File: src/hw/rtl/rmma_pkg.sv
// rmma_pkg: sizes, payload structs and controller/datapath links
// for the range mode-then-add block; no dependencies
`default_nettype none

package rmma_pkg;

  localparam int unsigned CELLS   = 1024;
  localparam int unsigned IDX_W   = $clog2(CELLS);
  localparam int unsigned CFG_W   = 11;
  localparam int unsigned CNT_W   = $clog2(CELLS + 1);
  localparam int unsigned VAL_W   = 4;
  localparam int unsigned NVALUES = 9;
  localparam int unsigned PICK_W  = $clog2(NVALUES);

  localparam logic [VAL_W-1:0] CELL_RESET = VAL_W'(1);
  localparam logic [CFG_W-1:0] CFG_RESET  = CFG_W'(1024);
  localparam logic             KIND_RANGE = 1'b0;
  localparam logic             KIND_READ  = 1'b1;

  typedef struct packed {
    logic            kind;
    logic [9:0]      first_index;
    logic [9:0]      last_index;
  } in_t;

  typedef struct packed {
    logic [3:0]      value;
    logic            bad_range;
  } out_t;

  typedef struct packed {
    logic clear;
    logic load;
    logic cell_read;
    logic capture;
    logic scan;
    logic pick;
    logic update;
    logic emit;
  } cmd_t;

  typedef struct packed {
    logic clear_last;
    logic at_last;
    logic pick_last;
    logic bad;
    logic is_read;
    logic best_zero;
    logic out_free;
  } stat_t;

endpackage

`default_nettype wire

File: src/hw/rtl/rmma_ctrl.sv
// rmma_ctrl: sequencer for clearing, reads, range scans, mode pick and update
// depends on rmma_pkg
`default_nettype none

module rmma_ctrl import rmma_pkg::*; (
  input  wire logic  clk_i,
  input  wire logic  rst_ni,
  input  wire logic  in_valid_i,
  output logic       in_stall_o,
  input  wire stat_t stat_i,
  output cmd_t       cmd_o
);

  typedef enum logic [10:0] {
    ST_CLEAR  = 11'b000_0000_0001,
    ST_IDLE   = 11'b000_0000_0010,
    ST_RDCELL = 11'b000_0000_0100,
    ST_RDCAP  = 11'b000_0000_1000,
    ST_SCAN   = 11'b000_0001_0000,
    ST_SDRAIN = 11'b000_0010_0000,
    ST_PICK   = 11'b000_0100_0000,
    ST_PDEC   = 11'b000_1000_0000,
    ST_UPD    = 11'b001_0000_0000,
    ST_UDRAIN = 11'b010_0000_0000,
    ST_EMIT   = 11'b100_0000_0000
  } state_e;

  state_e state_q, state_d;

  always_ff @(posedge clk_i or negedge rst_ni) begin
    if (!rst_ni) begin
      state_q <= ST_CLEAR;
    end else begin
      state_q <= state_d;
    end
  end

  always_comb begin
    state_d = state_q;
    cmd_o   = '0;
    unique case (state_q)
      ST_CLEAR: begin
        cmd_o.clear = 1'b1;
        if (stat_i.clear_last) state_d = ST_IDLE;
      end
      ST_IDLE: begin
        if (in_valid_i) begin
          cmd_o.load = 1'b1;
          state_d    = ST_RDCELL;
        end
      end
      ST_RDCELL: begin
        // load results are visible here
        if (stat_i.bad) begin
          state_d = ST_EMIT;
        end else if (stat_i.is_read) begin
          cmd_o.cell_read = 1'b1;
          state_d         = ST_RDCAP;
        end else begin
          cmd_o.scan = 1'b1;
          if (stat_i.at_last) state_d = ST_SDRAIN;
          else state_d = ST_SCAN;
        end
      end
      ST_RDCAP: begin
        cmd_o.capture = 1'b1;
        state_d       = ST_EMIT;
      end
      ST_SCAN: begin
        cmd_o.scan = 1'b1;
        if (stat_i.at_last) state_d = ST_SDRAIN;
      end
      ST_SDRAIN: begin
        state_d = ST_PICK;
      end
      ST_PICK: begin
        cmd_o.pick = 1'b1;
        if (stat_i.pick_last) state_d = ST_PDEC;
      end
      ST_PDEC: begin
        if (stat_i.best_zero) state_d = ST_EMIT;
        else state_d = ST_UPD;
      end
      ST_UPD: begin
        cmd_o.update = 1'b1;
        if (stat_i.at_last) state_d = ST_UDRAIN;
      end
      ST_UDRAIN: begin
        state_d = ST_EMIT;
      end
      ST_EMIT: begin
        if (stat_i.out_free) begin
          cmd_o.emit = 1'b1;
          state_d    = ST_IDLE;
        end
      end
      default: begin
        state_d = ST_CLEAR;
      end
    endcase
  end

  assign in_stall_o = (state_q != ST_IDLE);

endmodule

`default_nettype wire

File: config.mk
export PLATFORM = sky130hd
export DESIGN_NAME = rmma_ctrl
export DESIGN_NICKNAME = d
export VERILOG_FILES = /design/src/hw/rtl/rmma_pkg.sv /design/src/hw/rtl/rmma_ctrl.sv
export SDC_FILE = /design/constraint.sdc
export NUM_CORES = 1
export LEC_CHECK = 0
export BUFFER_PORTS_ARGS = -buffer_cell sky130_fd_sc_hd__buf_4
export CORE_AREA = 2 2 43 45
export DETAILED_ROUTE_END_ITERATION = 16
export DIE_AREA = 0 0 45 47
export GPL_TIMING_DRIVEN = 0
export PLACE_DENSITY = 0.78
export SYNTH_ARGS = -nofsm -noshare
export SYNTH_HDL_FRONTEND = slang
export SYNTH_SLANG_ARGS = --single-unit
File: constraint.sdc
create_clock -name clk_i -period 2.45 [get_ports clk_i]
set_input_delay 0.49 -clock clk_i [delete_from_list [all_inputs] [get_ports clk_i]]
set_output_delay 0.49 -clock clk_i [all_outputs]
set_load 0.02 [all_outputs]
==> metrics.md <==
| Metric | Value |
|---|---|
| Crit Path Category | `reg2out` |
| Placed Area | `938.4 sq um` |
| Cts bufs inserted | `3` |
| Grt total ovfl | `0` |
| Final Util | `between 60% and 70%` |
| Outcome | `finished with violations` |
| Final cell count without fillers | `135` |
| Layout cells sized above 1 | `37.29%` |
| Vias per std cell | `5.978` |
| Die W | `around 45 um` |
| Leak | `approximately 0.48 nW` |
| Warnings, synthesis | `0` |
| Ant. Diodes | `0` |
| Worst endpoint required time | `1.96 ns` |
| CTS sink cnt | `11` |
| Crit start category | `register` |
| RD Place Congestion | `0.8459` |
| Total nets after synthesis | `100` |
| Critical R2R Launch | `state_q[4]$_DFFE_PN0P_` |
| Rows | `15` |
| # setup viols final | `1` |
| CTS root buf | `clkbuf_4` |
| Vias | `807` |
| Regs by FF count | `state_q: 11 flops` |
| Min cycle time layout | `2.484 ns` |
| WL/cell | `14.56 um` |
| Highest Clock Rate | `402.5 MHz` |
| Number of global-route vias before repair | `719` |
| Clock latency on the worst-skew pair | `0.27 ns` |
| Full die area | `2115 sq um` |
| Die Height | `47 um` |
| CP arrival | `1.99 ns` |
| Hold WC Path Type | `in2async` |
| Hpwl dp | `1364 um` |
| Initial Utilization | `47.35%` |
| Crit path from | `state_q[4]$_DFFE_PN0P_` |
| Pwr/cell area | `between 700 and 800 nW/um^2` |
| First-pass GRT wire length | `3270 um` |
| Syn Std Cell Area | `782.0 sq um` |
| Largest register FFs | `11` |
| Final nets | `129` |
| CTS HTree Levels | `1` |
| I/O Buffers | `18` |
| DRC | `0` |
| Final Hold Fails | `0` |
| Worst setup EP type | `output pin` |
| Drt total wl | `around 2000 um` |
| Synthesized instance count | `90` |
| Yosys cell types | `36` |
| Peak supply drop | `486.3 uV` |
| Final setup margin | `-0.03442 ns` |
| Max-Cap Viols | `0` |
| Most used DFF post-synth | `dfrtp_1` |
| Syn_area_per_cell | `8.689 sq um` |
| Global Route Usage Sum | `21.84%` |
| Final ANT Viol Nets | `0` |
| Initial antenna violation count | `0` |
| Cells after DPL | `approximately 130` |
| Clock-pin slew on the worst setup and hold paths | `approximately 0.070 ns` |
| Final TNS setup | `-0.03442 ns` |
| Initial drt markers | `26` |
| TritonCTS clock tree | `yes` |
| Core ar. | `about 1700 sq um` |
| Slew @ Worst Pin | `0.3705 ns` |
| CP max FO | `3` |
| RSZ-0062 raised after global routing | `yes` |
| Ports | `19` |
| Synth-to-layout area growth | `34.56%` |
| Register area share after synthesis | `a little over a third` |
| Failing checks | `setup timing` |
| Max Buffers Root-to-Sink | `2` |
| Register with the most flip-flops | `state_q` |
| Fin crit share | `101.4%` |
| First-pass DRT Iterations | `4` |
| Largest net degree at the start of global routing | `12` |
| Rel. slew slack | `75.23%` |
| Layout Skew | `between 0.002 and 0.0025 ns` |
| Worst hold margin | `0.03651 ns` |
| Slew Viols, Final | `0` |
| Synthesis-stage register bit count | `11` |
| Layout Cell Area excl Fill | `1052 sq um` |
| Number of synthesized flops with an enable pin | `0` |
| Fraction of registers with async set/reset | `between 90% and 100%` |
worst max-delay path, stage by stage, from the launching register on:
cell and delay [ns]:
dfrtp_1 0.41, nor4_4 0.40, nand3_2 0.13, or4_4 0.53, o21ai_1 0.09, buf_4 0.16
repair_timing:
| item | 4_1_cts | 5_1_grt |
|---|---|---|
| setup endpoints to repair | 2 | 4 |
| gates resized for setup | 7 | 5 |
| pin swaps | 3 | 3 |
| endpoints found under the hold margin | 0 | 0 |
| hold buffers | 0 | 0 |
| buffers inserted | 6 | 1 |
layout by cell type (no fill, tap or decap), types with 3 or more instances in the layout:
cell / n
buf_4: 24
nor2_1: 9
o21ai_0: 8
dfrtp_1: 8
inv_1: 6
nor3_1: 4
nand3b_1: 3
nand2_1: 3
xor2_1: 3
clkbuf_4: 3
cells in the mapped netlist (all sizes together) (2+ instances only):
library cell / n / area share (%)
nor2: 11 / 5.3
xor2: 3 / 3.4
nand2: 3 / 1.4
a21oi: 2 / 1.3
nor3b: 2 / 1.9
xnor2: 2 / 2.2
nor4: 4 / 5.1
o21ai: 9 / 5.8
or4: 3 / 3.4
or3: 2 / 1.6
dfrtp: 10 / 32
a21o: 2 / 1.9
nand3b: 3 / 2.9
nand3: 4 / 3.2
inv: 7 / 3.4
nor3: 5 / 3.2
clkbuf: 2 / 0.96
final timing paths:
check                           cells after the start                 endpoint  slack (ns)
worst max-delay path                                5                 cmd_o[3]       -0.03
worst min-delay path                                1  state_q[10]$_DFFE_PN0P_        0.04
worst max register to register                      6   state_q[1]$_DFFE_PN0P_        0.29
worst min register to register                      1   state_q[6]$_DFFE_PN0P_        0.55
max in group asynchronous                           1   state_q[0]$_DFFE_PN1P_        2.19
min in group clk_i                                  2   state_q[3]$_DFFE_PN0P_        0.42
metal layers:
layer  routed length [um]  vias to the layer above  GRT usage, %
li1                     -                      386             -
met1                  864                      387         29.22
met2                  947                       25         32.86
met3                   82                        9         2.308
met4                   70                        0         15.88
met5                    0                        -             0
where the power goes:
| part | leakage, nW | switching, mW | internal (mW) |
|---|---|---|---|
| logic | 0.318 | 0.225 | 0.175 |
| clock network | 0.0150 | 0.0631 | 0.0632 |
| registers | 0.145 | 0.0244 | 0.209 |
| total | 0.478 | 0.312 | 0.447 |
final cells by class:
cell class                      count  area (sq um)
Multi-Input combinational cell     69         499.2
Tap cell                           17         21.27
Clock buffer                        4         26.28
Sequential cell                    11         279.0
Timing Repair Buffer               25         191.4
Inverter                            7         26.28
Fill cell                         142         599.3
Buffer                              2         8.758
cells by family (layout without fill, tap and decap cells):
logic type	after synthesis	in the layout	share of synthesized area, %
AND/OR/NAND/NOR	42	42	33.28
AO/OA/AOI/OAI	21	21	19.52
flip-flops	11	11	35.36
buffers and inverters	10	38	4.960
XOR/XNOR	5	5	5.601
multiplexers	1	1	1.280
per-stage QoR:
step	power [mW]	worst slack [ns]
after floorplan	0.4698	0.2579
after global placement	0.5565	0.1258
after detailed placement	0.5697	0.08621
after CTS	0.7455	0.0007419
after global routing	0.8175	-0.1020
final	0.7595	-0.03442
No activity file was read; power rests on OpenSTA's default activity.
